===== src/hdl/tbjfe_pkg.sv =====
// Package: codes, character constants and the key word lookup for the field extractor.
`default_nettype none
package tbjfe_pkg;

  localparam int unsigned ByteW = 8;

  // Result kinds
  localparam logic [1:0] KindField = 2'd0;
  localparam logic [1:0] KindEntry = 2'd1;
  localparam logic [1:0] KindStop  = 2'd2;

  // Field targets
  localparam logic [1:0] FieldHeadword   = 2'd0;
  localparam logic [1:0] FieldReading    = 2'd1;
  localparam logic [1:0] FieldDefinition = 2'd2;

  // Sub-scanner modes
  localparam logic [1:0] ModeScan  = 2'd0;
  localparam logic [1:0] ModeKey   = 2'd1;
  localparam logic [1:0] ModeColon = 2'd2;
  localparam logic [1:0] ModeQuote = 2'd3;

  localparam logic [7:0] ChQuote     = 8'h22;
  localparam logic [7:0] ChBackslash = 8'h5C;
  localparam logic [7:0] ChSqOpen    = 8'h5B;
  localparam logic [7:0] ChSqClose   = 8'h5D;
  localparam logic [7:0] ChCuOpen    = 8'h7B;
  localparam logic [7:0] ChCuClose   = 8'h7D;
  localparam logic [7:0] ChColon     = 8'h3A;
  localparam logic [7:0] ChSpace     = 8'h20;
  localparam logic [7:0] ChNewline   = 8'h0A;
  localparam logic [7:0] ChTab       = 8'h09;

  localparam logic [2:0] KeyLen = 3'd7;

  // Characters of the key "content"
  function automatic logic [7:0] key_char(input logic [2:0] pos);
    logic [7:0] ch;
    unique case (pos)
      3'd0:    ch = 8'h63; // c
      3'd1:    ch = 8'h6F; // o
      3'd2:    ch = 8'h6E; // n
      3'd3:    ch = 8'h74; // t
      3'd4:    ch = 8'h65; // e
      3'd5:    ch = 8'h6E; // n
      3'd6:    ch = 8'h74; // t
      default: ch = 8'h00;
    endcase
    return ch;
  endfunction

  function automatic logic is_space(input logic [7:0] c);
    return (c == ChSpace) || (c == ChNewline) || (c == ChTab);
  endfunction

endpackage
`default_nettype wire


===== src/hdl/tbjfe_if.sv =====
// Interfaces: input byte channel and result channel with valid/ready handshake.
`default_nettype none
interface tbjfe_in_if;
  logic       valid;
  logic       ready;
  logic [7:0] in_byte;
  logic       last_of_file;

  modport source (output valid, output in_byte, output last_of_file, input ready);
  modport sink   (input valid, input in_byte, input last_of_file, output ready);
endinterface

interface tbjfe_out_if;
  logic       valid;
  logic       ready;
  logic [1:0] kind;
  logic [1:0] field_index;
  logic [7:0] data_byte;

  modport source (output valid, output kind, output field_index, output data_byte,
                  input ready);
  modport sink   (input valid, input kind, input field_index, input data_byte,
                  output ready);
endinterface
`default_nettype wire


===== src/hdl/term_bank_json_field_extractor_unit.sv =====
// Term-bank JSON field extractor: byte-wise scanner with a registered result stage.
//
// Takes one byte of a term-bank JSON file per transaction and gives at most one
// result per byte: a field byte tagged headword/reading/definition, an entry-complete
// mark or a stop mark. All scanner state updates in the cycle the byte is taken and
// the result lands in a single output register, so a byte can be taken every cycle
// as long as that register is empty or is drained in the same cycle. in_i.ready drops
// only while a result sits there unclaimed. Nesting depths are DEPTH_BITS wide and
// saturate. After a stop, bytes are taken and dropped until the one flagged
// last_of_file, which returns all state to reset.
`default_nettype none
module term_bank_json_field_extractor_unit #(
  parameter int unsigned DEPTH_BITS = 8
) (
  input  wire            clk_i,
  input  wire            rst_ni,
  tbjfe_in_if.sink       in_i,
  tbjfe_out_if.source    out_o
);

  localparam logic [DEPTH_BITS-1:0] DepthMax = {DEPTH_BITS{1'b1}};
  localparam logic [DEPTH_BITS-1:0] Depth0   = DEPTH_BITS'(0);
  localparam logic [DEPTH_BITS-1:0] Depth1   = DEPTH_BITS'(1);
  localparam logic [DEPTH_BITS-1:0] Depth2   = DEPTH_BITS'(2);
  localparam logic [DEPTH_BITS-1:0] Depth3   = DEPTH_BITS'(3);

  // scanner state
  logic                  inside_string_q, inside_string_d;
  logic                  inside_struct_q, inside_struct_d;
  logic [DEPTH_BITS-1:0] square_depth_q, square_depth_d;
  logic [DEPTH_BITS-1:0] curly_depth_q, curly_depth_d;
  logic [1:0]            entry_counter_q, entry_counter_d;
  logic [1:0]            target_field_q, target_field_d;
  logic [7:0]            prev_byte_q, prev_byte_d;
  logic [1:0]            sub_mode_q, sub_mode_d;
  logic [2:0]            key_pos_q, key_pos_d;
  logic                  key_mismatch_q, key_mismatch_d;
  logic [7:0]            key_prev_q, key_prev_d;
  logic                  halted_q, halted_d;

  // result register
  logic       out_valid_q;
  logic [1:0] out_kind_q;
  logic [1:0] out_field_q;
  logic [7:0] out_data_q;

  logic       in_fire;
  logic       out_fire;
  logic       do_scan;
  logic       res_valid;
  logic [1:0] res_kind;
  logic [1:0] res_field;
  logic [7:0] res_data;
  logic       str_next;
  logic [7:0] c;

  assign c        = in_i.in_byte;
  assign out_fire = out_valid_q && out_o.ready;
  assign in_i.ready = !out_valid_q || out_o.ready;
  assign in_fire  = in_i.valid && in_i.ready;

  always_comb begin
    inside_string_d = inside_string_q;
    inside_struct_d = inside_struct_q;
    square_depth_d  = square_depth_q;
    curly_depth_d   = curly_depth_q;
    entry_counter_d = entry_counter_q;
    target_field_d  = target_field_q;
    prev_byte_d     = prev_byte_q;
    sub_mode_d      = sub_mode_q;
    key_pos_d       = key_pos_q;
    key_mismatch_d  = key_mismatch_q;
    key_prev_d      = key_prev_q;
    halted_d        = halted_q;
    do_scan         = 1'b0;
    res_valid       = 1'b0;
    res_kind        = tbjfe_pkg::KindField;
    res_field       = tbjfe_pkg::FieldHeadword;
    res_data        = 8'h00;
    str_next        = 1'b0;

    if (!halted_q) begin
      unique case (sub_mode_q)
        tbjfe_pkg::ModeKey: begin
          if (c == tbjfe_pkg::ChQuote && key_prev_q != tbjfe_pkg::ChBackslash) begin
            sub_mode_d = (!key_mismatch_q && key_pos_q == tbjfe_pkg::KeyLen) ?
                         tbjfe_pkg::ModeColon : tbjfe_pkg::ModeScan;
          end else begin
            if (!key_mismatch_q && key_pos_q < tbjfe_pkg::KeyLen &&
                c == tbjfe_pkg::key_char(key_pos_q)) begin
              key_pos_d = key_pos_q + 3'd1;
            end else begin
              key_mismatch_d = 1'b1;
            end
            key_prev_d = c;
          end
        end
        tbjfe_pkg::ModeColon: begin
          if (tbjfe_pkg::is_space(c)) begin
            sub_mode_d = sub_mode_q;
          end else if (c == tbjfe_pkg::ChColon) begin
            sub_mode_d = tbjfe_pkg::ModeQuote;
          end else begin
            sub_mode_d = tbjfe_pkg::ModeScan;
            do_scan    = 1'b1;
          end
        end
        tbjfe_pkg::ModeQuote: begin
          if (tbjfe_pkg::is_space(c)) begin
            sub_mode_d = sub_mode_q;
          end else if (c == tbjfe_pkg::ChQuote) begin
            inside_string_d = 1'b1;
            sub_mode_d      = tbjfe_pkg::ModeScan;
          end else begin
            sub_mode_d = tbjfe_pkg::ModeScan;
            do_scan    = 1'b1;
          end
        end
        default: do_scan = 1'b1;
      endcase
    end

    if (do_scan) begin
      if (c == tbjfe_pkg::ChQuote && prev_byte_q != tbjfe_pkg::ChBackslash) begin
        // quotes in later fields of an entry are ignored outright
        if (!((entry_counter_q == 2'd2 && square_depth_q < Depth3) ||
              entry_counter_q == 2'd3)) begin
          str_next        = !inside_string_q;
          inside_string_d = str_next;
          if (!str_next && entry_counter_q < 2'd2) begin
            entry_counter_d = entry_counter_q + 2'd1;
            target_field_d  = entry_counter_q + 2'd1;
          end
          if (str_next && inside_struct_q) begin
            inside_string_d = 1'b0;
            sub_mode_d      = tbjfe_pkg::ModeKey;
            key_pos_d       = 3'd0;
            key_mismatch_d  = 1'b0;
            key_prev_d      = 8'h00;
          end
        end
      end else begin
        prev_byte_d = c;
        if (inside_string_q) begin
          res_valid = 1'b1;
          res_field = target_field_q;
          res_data  = c;
        end else if (c == tbjfe_pkg::ChSqOpen) begin
          if (square_depth_q < DepthMax) square_depth_d = square_depth_q + Depth1;
        end else if (c == tbjfe_pkg::ChSqClose) begin
          square_depth_d = (square_depth_q > Depth0) ? square_depth_q - Depth1 : Depth0;
          if (square_depth_d == Depth2) begin
            if (entry_counter_q < 2'd3) entry_counter_d = entry_counter_q + 2'd1;
          end else if (square_depth_d == Depth1) begin
            res_valid       = 1'b1;
            res_kind        = tbjfe_pkg::KindEntry;
            entry_counter_d = 2'd0;
            target_field_d  = tbjfe_pkg::FieldHeadword;
          end else if (square_depth_d == Depth0) begin
            // stop: previous byte is left as it was
            halted_d    = 1'b1;
            prev_byte_d = prev_byte_q;
            res_valid   = 1'b1;
            res_kind    = tbjfe_pkg::KindStop;
          end
        end else if (c == tbjfe_pkg::ChCuOpen) begin
          if (curly_depth_q < DepthMax) curly_depth_d = curly_depth_q + Depth1;
          inside_struct_d = 1'b1;
        end else if (c == tbjfe_pkg::ChCuClose) begin
          curly_depth_d = (curly_depth_q > Depth0) ? curly_depth_q - Depth1 : Depth0;
          if (curly_depth_d == Depth1) begin
            res_valid = 1'b1;
            res_field = target_field_q;
            res_data  = tbjfe_pkg::ChNewline;
          end else if (curly_depth_d == Depth0) begin
            inside_struct_d = 1'b0;
          end
        end
      end
    end

    if (in_i.last_of_file) begin
      inside_string_d = 1'b0;
      inside_struct_d = 1'b0;
      square_depth_d  = Depth0;
      curly_depth_d   = Depth0;
      entry_counter_d = 2'd0;
      target_field_d  = tbjfe_pkg::FieldHeadword;
      prev_byte_d     = 8'h00;
      sub_mode_d      = tbjfe_pkg::ModeScan;
      key_pos_d       = 3'd0;
      key_mismatch_d  = 1'b0;
      key_prev_d      = 8'h00;
      halted_d        = 1'b0;
    end
  end

  always_ff @(posedge clk_i or negedge rst_ni) begin
    if (!rst_ni) begin
      inside_string_q <= 1'b0;
      inside_struct_q <= 1'b0;
      square_depth_q  <= Depth0;
      curly_depth_q   <= Depth0;
      entry_counter_q <= 2'd0;
      target_field_q  <= tbjfe_pkg::FieldHeadword;
      prev_byte_q     <= 8'h00;
      sub_mode_q      <= tbjfe_pkg::ModeScan;
      key_pos_q       <= 3'd0;
      key_mismatch_q  <= 1'b0;
      key_prev_q      <= 8'h00;
      halted_q        <= 1'b0;
      out_valid_q     <= 1'b0;
    end else begin
      if (in_fire) begin
        inside_string_q <= inside_string_d;
        inside_struct_q <= inside_struct_d;
        square_depth_q  <= square_depth_d;
        curly_depth_q   <= curly_depth_d;
        entry_counter_q <= entry_counter_d;
        target_field_q  <= target_field_d;
        prev_byte_q     <= prev_byte_d;
        sub_mode_q      <= sub_mode_d;
        key_pos_q       <= key_pos_d;
        key_mismatch_q  <= key_mismatch_d;
        key_prev_q      <= key_prev_d;
        halted_q        <= halted_d;
        out_valid_q     <= res_valid;
      end else if (out_fire) begin
        out_valid_q <= 1'b0;
      end
    end
  end

  always_ff @(posedge clk_i) begin
    if (in_fire && res_valid) begin
      out_kind_q  <= res_kind;
      out_field_q <= res_field;
      out_data_q  <= res_data;
    end
  end

  assign out_o.valid       = out_valid_q;
  assign out_o.kind        = out_kind_q;
  assign out_o.field_index = out_field_q;
  assign out_o.data_byte   = out_data_q;

  // once stopped, an accepted byte yields no result
  assert property (@(posedge clk_i) disable iff (!rst_ni)
    in_fire && halted_q |=> !out_valid_q)
    else $error("result produced while halted");

  // key reading and colon/quote expectation only happen outside a string
  assert property (@(posedge clk_i) disable iff (!rst_ni)
    sub_mode_q != tbjfe_pkg::ModeScan |-> !inside_string_q)
    else $error("sub-scanner active inside a string");

  assert property (@(posedge clk_i) disable iff (!rst_ni)
    target_field_q <= entry_counter_q)
    else $error("target field ahead of entry counter");

  assert property (@(posedge clk_i) disable iff (!rst_ni)
    out_valid_q && out_kind_q != tbjfe_pkg::KindField |->
      out_field_q == tbjfe_pkg::FieldHeadword && out_data_q == 8'h00)
    else $error("marker result carries field data");

endmodule
`default_nettype wire

===== src/flat_wrapper.sv =====
// flat-port wrapper written by rule: the top's interface ports become plain ports
module term_bank_json_field_extractor_unit_flat 
#(
  parameter int unsigned DEPTH_BITS = 8
)
  (clk_i, rst_ni, in_i_valid, in_i_in_byte, in_i_last_of_file, in_i_ready, out_o_valid, out_o_kind, out_o_field_index, out_o_data_byte, out_o_ready);
  tbjfe_in_if in_i_i ();
  tbjfe_out_if out_o_i ();
  input  wire clk_i;
  input  wire rst_ni;
  input wire logic [$bits(in_i_i.valid)-1:0] in_i_valid;
  input wire logic [$bits(in_i_i.in_byte)-1:0] in_i_in_byte;
  input wire logic [$bits(in_i_i.last_of_file)-1:0] in_i_last_of_file;
  output wire logic [$bits(in_i_i.ready)-1:0] in_i_ready;
  output wire logic [$bits(out_o_i.valid)-1:0] out_o_valid;
  output wire logic [$bits(out_o_i.kind)-1:0] out_o_kind;
  output wire logic [$bits(out_o_i.field_index)-1:0] out_o_field_index;
  output wire logic [$bits(out_o_i.data_byte)-1:0] out_o_data_byte;
  input wire logic [$bits(out_o_i.ready)-1:0] out_o_ready;
  assign in_i_i.valid = in_i_valid;
  assign in_i_i.in_byte = in_i_in_byte;
  assign in_i_i.last_of_file = in_i_last_of_file;
  assign in_i_ready = in_i_i.ready;
  assign out_o_valid = out_o_i.valid;
  assign out_o_kind = out_o_i.kind;
  assign out_o_field_index = out_o_i.field_index;
  assign out_o_data_byte = out_o_i.data_byte;
  assign out_o_i.ready = out_o_ready;
  term_bank_json_field_extractor_unit #(.DEPTH_BITS(DEPTH_BITS)) u_core (.clk_i(clk_i), .rst_ni(rst_ni), .in_i(in_i_i), .out_o(out_o_i));
endmodule

===== config.mk =====
export PLATFORM = sky130hd
export DESIGN_NAME = term_bank_json_field_extractor_unit_flat
export DESIGN_NICKNAME = d
export VERILOG_FILES = /design/src/hdl/tbjfe_pkg.sv /design/src/hdl/tbjfe_if.sv /design/src/hdl/term_bank_json_field_extractor_unit.sv /design/src/flat_wrapper.sv
export SDC_FILE = /design/constraint.sdc
export NUM_CORES = 1
export LEC_CHECK = 0
export ABC_AREA = 1
export BUFFER_PORTS_ARGS = -buffer_cell sky130_fd_sc_hd__buf_2
export CELL_PAD_IN_SITES_DETAIL_PLACEMENT = 1
export CELL_PAD_IN_SITES_GLOBAL_PLACEMENT = 1
export CORE_ASPECT_RATIO = 0.8
export CORE_UTILIZATION = 45
export DETAILED_ROUTE_END_ITERATION = 7
export PLACE_DENSITY_LB_ADDON = 0.15
export RECOVER_POWER = 25
export SLEW_MARGIN = 0
export SYNTH_ARGS = -nofsm -noshare
export SYNTH_HDL_FRONTEND = slang
export SYNTH_SLANG_ARGS = --single-unit

===== constraint.sdc =====
create_clock -name clk_i -period 2.5 [get_ports clk_i]
set_clock_uncertainty 0.05 [all_clocks]
set_input_delay 0.125 -clock clk_i [delete_from_list [all_inputs] [get_ports clk_i]]
set_output_delay 0.125 -clock clk_i [all_outputs]
set_load 0.005 [all_outputs]

## After elaboration in Yosys (flattened, before gate mapping)

Cells that the tools add are included.

- Word-level logic and storage cells: 267
- Memories kept: 0
- Memory bits (writable): 0
- Output and inout bits: 14
- Register bits: 58
- Bits in latches: 0
- Bits in read-only memories: 0

- Multipliers: 0
- Multiplexer cells: 148
- Shift-type cells: 0
- Order comparisons: 8
- Bitwise operators: 2
- Eq/ne operators: 43
- Reduce and logical (&&, ||, !) cells: 43
- Divide/modulo/power cells: 0
- Add/sub/neg operators: 6

Operator list:

| operator | count |
|---|---|
| 8-bit two-way mux | 43 |
| 2-bit two-way mux | 36 |
| 1-bit two-way mux | 56 |
| 9-bit AND reduction | 4 |
| 7-bit case mux with 5 select lines | 1 |
| 8-bit by 7-bit equality test with 1-bit output, second input constant | 4 |
| 3-bit two-way mux | 9 |
| 8-bit by 6-bit equality test with 1-bit output, second input constant | 3 |
| 8-bit by 1-bit adder with 8-bit output, second input constant | 2 |
| 8-bit by 1-bit equality test with 1-bit output, second input constant | 2 |
| 8-bit by 4-bit equality test with 1-bit output, second input constant | 2 |
| 8-bit by 1-bit > comparator with 1-bit output, second input constant | 2 |
| 8-bit zero test | 2 |
| 8-bit less-than comparator, second input constant | 2 |
| 8-bit by 7-bit inequality test with 1-bit output, second input constant | 2 |
| 8-bit by 1-bit subtractor with 8-bit output, second input constant | 2 |
| 3-bit inequality test, second input constant | 5 |
| 3-bit nonzero test | 5 |
| 3-bit equality test, second input constant | 4 |
| 2-bit inequality test, second input constant | 6 |
| 1-bit logical AND | 11 |
| 3-bit by 2-bit inequality test with 1-bit output, second input constant | 3 |
| 2-bit equality test, second input constant | 4 |
| 8-bit by 2-bit equality test with 1-bit output, second input constant | 1 |
| 26 further kinds | 39 |

## Depth between registers and ports, before layout

Gate-level depths: netlist (run 1).

- Word-level depth: 17
- Depth in mapped cells: 17
- Mapped depth without buffers: 17

## Least setup slack after synthesis (run 1)

OpenSTA, ideal clock, no wires.

- Path type: register to register
- Start point: reg u_core.square_depth_q[0]
- End point: reg u_core.out_data_q[0] (netlist: u_core.out_o.data_byte[0]), enable pin
- Period minus slack after synthesis: 2,249 ps
- Library setup time: 344 ps
- Cell stages (with the launch flop): 17
- Path slack: 251 ps
- Buffers on the path: 0
- Arrival time: 1,855 ps
- Data required time: 2,106 ps
- Cell sequence: dfrtp_1 inv_1 ha_1 nand2_2 inv_2 nand3_1 nand2_1 inv_2 nand2_2 inv_1 nand2_1 nor2_4 nor2_4 nand2_1 nand2_1 nand2_1 inv_1

- Cells in the longest elaborated chain, start to end: 12
- Elaborated cells between the ends (all ways): 15

Ends and longest elaborated chain:

| what | line | RTL |
|---|---|---|
| start: declaration | term_bank_json_field_extractor_unit.sv:30 | `logic [DEPTH_BITS-1:0] square_depth_q, square_depth_d;` |
| start signal: assignment | term_bank_json_field_extractor_unit.sv:202 | `square_depth_q <= Depth0;` |
| start signal: assignment | term_bank_json_field_extractor_unit.sv:217 | `square_depth_q <= square_depth_d;` |
| 8-bit by 1-bit subtractor with 8-bit output or 8-bit by 1-bit > comparator with 1-bit output (tied branches) | term_bank_json_field_extractor_unit.sv:151 | `square_depth_d = (square_depth_q > Depth0) ? square_depth_q - Depth1 : Depth0;` |
| 8-bit two-way mux * | term_bank_json_field_extractor_unit.sv:151 |  |
| 8-bit zero test | term_bank_json_field_extractor_unit.sv:159 | `end else if (square_depth_d == Depth0) begin` |
| 1-bit two-way mux | term_bank_json_field_extractor_unit.sv:159 |  |
| 1-bit two-way mux | term_bank_json_field_extractor_unit.sv:154 | `end else if (square_depth_d == Depth1) begin` |
| 1-bit two-way mux * | term_bank_json_field_extractor_unit.sv:152 | `if (square_depth_d == Depth2) begin` |
| 1-bit two-way mux * | term_bank_json_field_extractor_unit.sv:150 | `end else if (c == tbjfe_pkg::ChSqClose) begin` |
| 1-bit two-way mux * | term_bank_json_field_extractor_unit.sv:148 | `end else if (c == tbjfe_pkg::ChSqOpen) begin` |
| 1-bit two-way mux * | term_bank_json_field_extractor_unit.sv:144 | `if (inside_string_q) begin` |
| 1-bit two-way mux * | term_bank_json_field_extractor_unit.sv:124 | `if (c == tbjfe_pkg::ChQuote && prev_byte_q != tbjfe_pkg::ChBackslash) begin` |
| 1-bit two-way mux * | term_bank_json_field_extractor_unit.sv:123 | `if (do_scan) begin` |
| 1-bit logical AND * | term_bank_json_field_extractor_unit.sv:235 | `if (in_fire && res_valid) begin` |
| end signal: assignment | term_bank_json_field_extractor_unit.sv:238 | `out_data_q <= res_data;` |
| end: declaration | term_bank_json_field_extractor_unit.sv:45 | `logic [7:0] out_data_q;` |

Every way passes the cells marked *; elsewhere a longest branch is shown, timed or not.
A chain may end at the register's enable or synchronous reset.

## Worst setup path in the final report (run 1)

Ends and elaborated chain as after synthesis.

==> metrics, run 1 <==
vias in the first global route=4,596; die width=113 um; worst slew pin tran=1.23 ns; top cells by area, synth=dfrtp_1 (26%), nand2_1 (16%), edfxtp_1 (8.1%); drt total wl=13.7 mm; Synth cell types=38; drt drc=0; total gr overflow=0; dominant synthesized flop cell=dfrtp_1; Overall Global Routing Usage=0.279; CTS tree=built; initial antenna violation count=0; CP max FO=8; most numerous cell in the Yosys netlist=nand2_1; first-pass GRT wire length=22.3 mm; final setup fails=0; Placement Rows=31; top-area cell type share of the netlist area=0.260; Hold Slack=0.0399 ns; I/O pin cnt=27; leakage power=2.52 nW; Tmin final=2.37 ns; layout cell share with drive strength beyond 1=0.185; DPL Wire Length=10.0 mm; synthesized cell area=4420 um^2; Starting Density=0.475; Core ar.=9310 um^2; outcome=finished, final reports clean; Layout area overhead=16.8%; worst setup path category=flop to flop; Worst Path Arrival=2.37 ns; Overall Power=0.00553 W; met1 usage in global routing=0.349; Net count, final=718; Die Y=90.7 um; Max Freq=421 MHz; Yosys reg bits=58; met2 usage=0.478; pwr/cell area=1070 nW/um^2; total CTS buffers=9; Initial DRC Count=244; Post-Syn Area per Cell=6.84 um^2; Reg clk slew, reported paths=0.05 ns; Critical Path RT=2.50 ns; Slew HR=0.182; Slew Limit Fails=0; via count=4,512; CTS Buffer Depth=2; Syn Inst Count=647; via/cell ratio=5.56; worst vdd ir=0.647 mV; number of flops mapped to enable cells by yosys=12; slowest stage delay, CP=0.44 ns; worst hold path type=primary input to flop; synth cell count leaders=nand2_1 (189), nor2_1 (84), nand3_1 (68), inv_1 (62), dfrtp_1 (46); CP Launch Type=flop; die footprint=10,200 um^2; met3 usage=0.0564; CP most frequent cell=nand2_1; post-synthesis net count=674; H-Tree Depth=3; antenna-violating nets left=0; Inserted Diodes=0; placed insts=787; routability cong.=0.884; Post-Place Setup Slack=-0.0232 ns; Final Hold Vio Count=0; Clock Sinks=58; worst path cell trace=inv_2, ha_4, nand2_2, inv_2, nand2_4, nand3_1, nand2_2, nor2_1, nand2_4, nand2_1, nand2_1, nand2_1, nand2_1, inv_1, buf_6; pin count of the biggest net entering global routing=29; DRT Pass-1 Iters=5; asr flop ratio synth=0.793; Synth area leader=dfrtp_1; Seq/Total Area, Yosys=0.342; PnR worst setup slack=0.126 ns; CP max-delay cell=dfrtp_1; clock latency on the worst-skew pair=0.34 ns; Post-Layout Cell Count=811; MaxCap Viol Count=0; Top Usage Layer GRT=met2; clock root buffer=clkbuf_16; Final period util=0.950; Crit. End Element=flop; PortBufs=26; DR WL/cell=16.9 um; total number of yosys warnings=0
==> cells by family (layout without fill, tap and decap cells) <==
kind of cell,Yosys count,count (layout),synth area share
AOI/OAI and AO/OA,81,81,0.107
DFF,58,58,0.342
buffers and inverters,85,134,0.0781
xor gates and xnor gates,10,10,0.0198
and+or+nand+nor,399,399,0.413
adders and majority gates,14,14,0.0396
==> where the power goes <==
part           switching (W)  leakage, nW  internal [W]
registers           0.000246        0.725       0.00115
clock network       0.000494        0.170      0.000982
logic                0.00175         1.62      0.000917
total                0.00249         2.52       0.00305
==> final cells by class <==
cell class                 count  area [um^2]
clock inverter                 7          125
multi-input combinational    504         2610
inverter                      73          274
fill                        1239         4140
clock buffer                   9          225
sequential                    58         1520
timing repair buffer          45          270
tap                          115          144
==> worst paths after layout <==
check	slack [ns]	to	depth (start not counted)	startpoint
max	0.13	u_core.out_o.data_byte[0]	15	u_core.square_depth_q[0]
min	0.04	u_core.out_o.valid	4	out_o_ready
max reg2reg	0.13	u_core.out_o.data_byte[0]	15	u_core.square_depth_q[0]
min reg2reg	0.42	u_core.prev_byte_q[2]	2	u_core.prev_byte_q[2]
max in group asynchronous	0.81	u_core.curly_depth_q[2]	3	rst_ni
min in group asynchronous	0.53	u_core.key_prev_q[5]	2	rst_ni
==> layer usage <==
layer	routed length [um]	vias to the layer above
met5	0	-
met4	232	0
met3	521	23
met2	6810	102
met1	6180	2203
li1	-	2184
==> registers in the layout, summed over array words and instances, names as in the netlist <==
register / cells
u_core.curly_depth_q: 8
u_core.entry_counter_q: 2
u_core.halted_q: 1
u_core.inside_string_q: 1
u_core.inside_struct_q: 1
u_core.key_mismatch_q: 1
u_core.key_pos_q: 3
u_core.key_prev_q: 8
u_core.out_o.data_byte: 8
u_core.out_o.field_index: 2
u_core.out_o.kind: 2
u_core.out_o.valid: 1
u_core.prev_byte_q: 8
u_core.square_depth_q: 8
u_core.sub_mode_q: 2
u_core.target_field_q: 2
==> cell usage in the layout (no fill, tap or decap), types with 9 or more instances in the layout <==
cell type	instances
buf_4	17
clkbuf_16	9
o21ai_1	10
o21ai_2	10
o21ai_0	28
nor2_4	9
xor2_1	9
nor2_1	78
inv_2	16
dfrtp_1	42
buf_2	19
inv_1	57
nor3_1	10
edfxtp_1	12
a21oi_1	21
nand2_1	188
ha_1	13
nor2_2	13
nand3_1	68
==> repair_timing <==
item | in CTS | in global routing
resized for setup | 2 | 22
endpoints found under the hold margin | 18 | 0
pin swaps | 0 | 2
buffers inserted | 0 | 7
gates cloned | 0 | 0
endpoints found under the setup margin | 12 | 12
hold buffers | 1 | 0
==> per-stage QoR <==
| step | setup TNS, ns | instance area, um^2 | util |
|---|---|---|---|
| finish | 0 | 5170 | 0.555 |
| global route | -0.0383 | 5170 | 0.555 |
| CTS | 0 | 5070 | 0.545 |
| detailed placement | -0.184 | 4710 | 0.506 |
| global placement | 0 | 4710 | 0.506 |
| floorplan | 0 | 4420 | - |
==> critical path, delay by kind of cell (launching register included) <==
family | cells | cell delay [ns]
adder cells (fa/ha/maj) | 1 | 0.16
AND/OR/NAND/NOR | 10 | 0.97
flip-flops | 1 | 0.44
buffers and inverters | 4 | 0.45
No activity file was read; power rests on OpenSTA's default activity.
==> run 2, diff against run 1 <==
clock period = 2.4 ns   (was 2.5 ns; I/O delays follow)
==> run 2 against run 1 <==
Effect of this change:
- die area unchanged
- worst setup slack got worse by 0.11 ns
- critical endpoint is now u_core.out_o.data_byte[1]
- sequential power increased by 4%
- global-route usage increased by 0.18 points
==> metrics, run 2 (synthesized netlist as in run 1, its figures left out) <==
Net count, final=733 (+2.1%); Inserted Diodes=0 (unchanged); MaxCap Viol Count=0 (unchanged); outcome=finished, final reports clean; worst path cell trace=inv_2, ha_4, nand2_2, nor2_4, nand2_4, o21ai_2, nand2_1, nor2_1, nand2_1, nor2_2, nor2_1, nand2_1, nand2_1, inv_2, buf_6; Flop pwr share=0.241 (-0.011); clock power share=0.236 (-0.031); Starting Density=0.475 (unchanged); CP max FO=8 (unchanged); cell area after layout=5330 um^2 (+3.2%); Crit. End Element=flop; worst hold path type=primary input to flop; DR WL/cell=17.1 um (+1.0%); Worst Path Arrival=2.38 ns (about the same); Logic pwr share=0.523 (+0.042); CP most frequent cell=nand2_1; CTS Buffer Depth=2 (unchanged); hold path start=out_o_ready; Overall Global Routing Usage=0.281 (+0.00181); CP max-delay cell=dfrtp_2; Overall Power=0.00601 W (+8.6%); Layout area overhead=20.6%; most frequent cells in the layout=nand2_1 (186), nor2_1 (76), nand3_1 (64), inv_1 (54), dfrtp_1 (37); CP delay by family, top=simple AND/OR/NAND/NOR gates; vias in the first global route=4,689 (+2.0%); Die Y=90.7 um (unchanged); Clock Sinks=58 (unchanged); Critical Path Source=u_core.curly_depth_q[1]; Final period util=0.994 (+0.0444); H-Tree Depth=3 (unchanged); antenna-violating nets left=0 (unchanged); Core ar.=9310 um^2 (unchanged); pin count of the biggest net entering global routing=23 (-21%); Post-Place Setup Slack=-0.0257 ns (-0.00257 ns); Final TNS setup=0 ns (unchanged); first-pass GRT wire length=22.8 mm (+2.0%); DRT Pass-1 Iters=4 (-1); Reg clk slew, reported paths=0.05 ns (about the same); leakage power=2.59 nW (+2.8%); total CTS buffers=9 (unchanged); I/O pin cnt=27 (unchanged); commonest non-fill, non-tap cell in the layout=nand2_1; Final Hold Vio Count=0 (unchanged); die width=113 um (unchanged); worst vdd ir=0.696 mV (+7.5%); final setup fails=0 (unchanged); switch share=0.459 (+0.00958); pwr/cell area=1130 nW/um^2 (+5.2%); total gr overflow=0 (unchanged); clock latency on the worst-skew pair=0.34 ns (about the same); die footprint=10,200 um^2 (unchanged); routability cong.=0.916 (+3.6%); Cell Area, Placed=4780 um^2 (+1.6%); sw power=0.00276 W (+11%); Max Freq=419 MHz (-0.48%); initial antenna violation count=0 (unchanged); WP buf/inv=3 (-1); PnR worst setup slack=0.0146 ns (-0.112 ns); Critical Path RT=2.40 ns (-0.10 ns); worst slew pin tran=1.30 ns (+0.0696 ns); clock root buffer=clkbuf_16; drt drc=0 (unchanged); Slew Limit Fails=0 (unchanged); worst setup path category=flop to flop; layout cell share with drive strength beyond 1=0.232 (+0.0467); via/cell ratio=5.52 (-0.75%); slowest stage delay, CP=0.44 ns (about the same); Placement Rows=31 (unchanged); Slew HR=0.136 (-0.0464); internal power=0.00325 W (+6.8%); Initial DRC Count=266 (+9.0%); DPL Wire Length=10.1 mm (+1.0%); Reg-to-Reg Start=u_core.curly_depth_q[1]; CP Launch Type=flop; CTS tree=built; PortBufs=26 (unchanged); drt total wl=14.1 mm (+2.9%); via count=4,561 (+1.1%); Tmin final=2.39 ns (+0.0115 ns)
-- run 2: timing repair --
| action | 4_1_cts | 5_1_grt |
|---|---|---|
| endpoints found under the setup margin | 12 | 22 |
| endpoints found under the hold margin | 20 | 0 |
| gates resized for setup | 5 | 46 |
| pin swaps | 0 | 9 |
| hold buffers | 1 | 0 |
| gates cloned | 0 | 0 |
| buffers inserted | 0 | 12 |
-- run 2: layout make-up --
cell class,instances,area (um^2)
clock buffers,9,225
clock inverters,7,101
fillers,1212,3980
inverters,73,277
multi-input cells,504,2680
flip-flops and latches,58,1520
well taps,115,144
repair buffers,60,385
-- run 2: per-stage QoR --
step / std cells / hold slack, ns / util
after global routing: 826 / 0.0980 / 0.573
after global placement: 797 / 0.0835 / 0.514
after detailed placement: 797 / 0.0874 / 0.514
final: 826 / 0.0358 / 0.573
after floorplan: 647 / -0.226 / -
after CTS: 814 / 0.0361 / 0.551
-- run 2: worst min-delay path, delay by kind of cell --
kind          cells  cell delay, ns
buf+inv           2            0.11
simple gates      2            0.15
-- run 2: power groups by stage --
stage               Combinational, W  Sequential, W  Clock [W]
detailed placement           0.00255        0.00143          0
floorplan                    0.00199        0.00136          0
global placement             0.00243        0.00142          0
global route                 0.00345        0.00147    0.00148
CTS                          0.00262        0.00142    0.00144
finish                       0.00315        0.00145    0.00142
-- run 2: per-layer routing --
metal	track usage	routed length, um	up-vias
met5	0	0	-
met1	0.349	6340	2220
met2	0.493	7040	96
li1	-	-	2219
met3	0.0544	478	26
met4	0.0833	276	0
-- run 2: final timing paths --
| path | to | slack (ns) | cells after the start |
|---|---|---|---|
| max | u_core.out_o.data_byte[1] | 0.01 | 15 |
| min | u_core.out_o.valid | 0.04 | 4 |
| max reg2reg | u_core.out_o.data_byte[1] | 0.01 | 15 |
| min reg2reg | u_core.target_field_q[1] | 0.42 | 2 |
| max in group asynchronous | u_core.key_pos_q[0] | 0.83 | 3 |
| min in group asynchronous | u_core.prev_byte_q[6] | 0.54 | 2 |
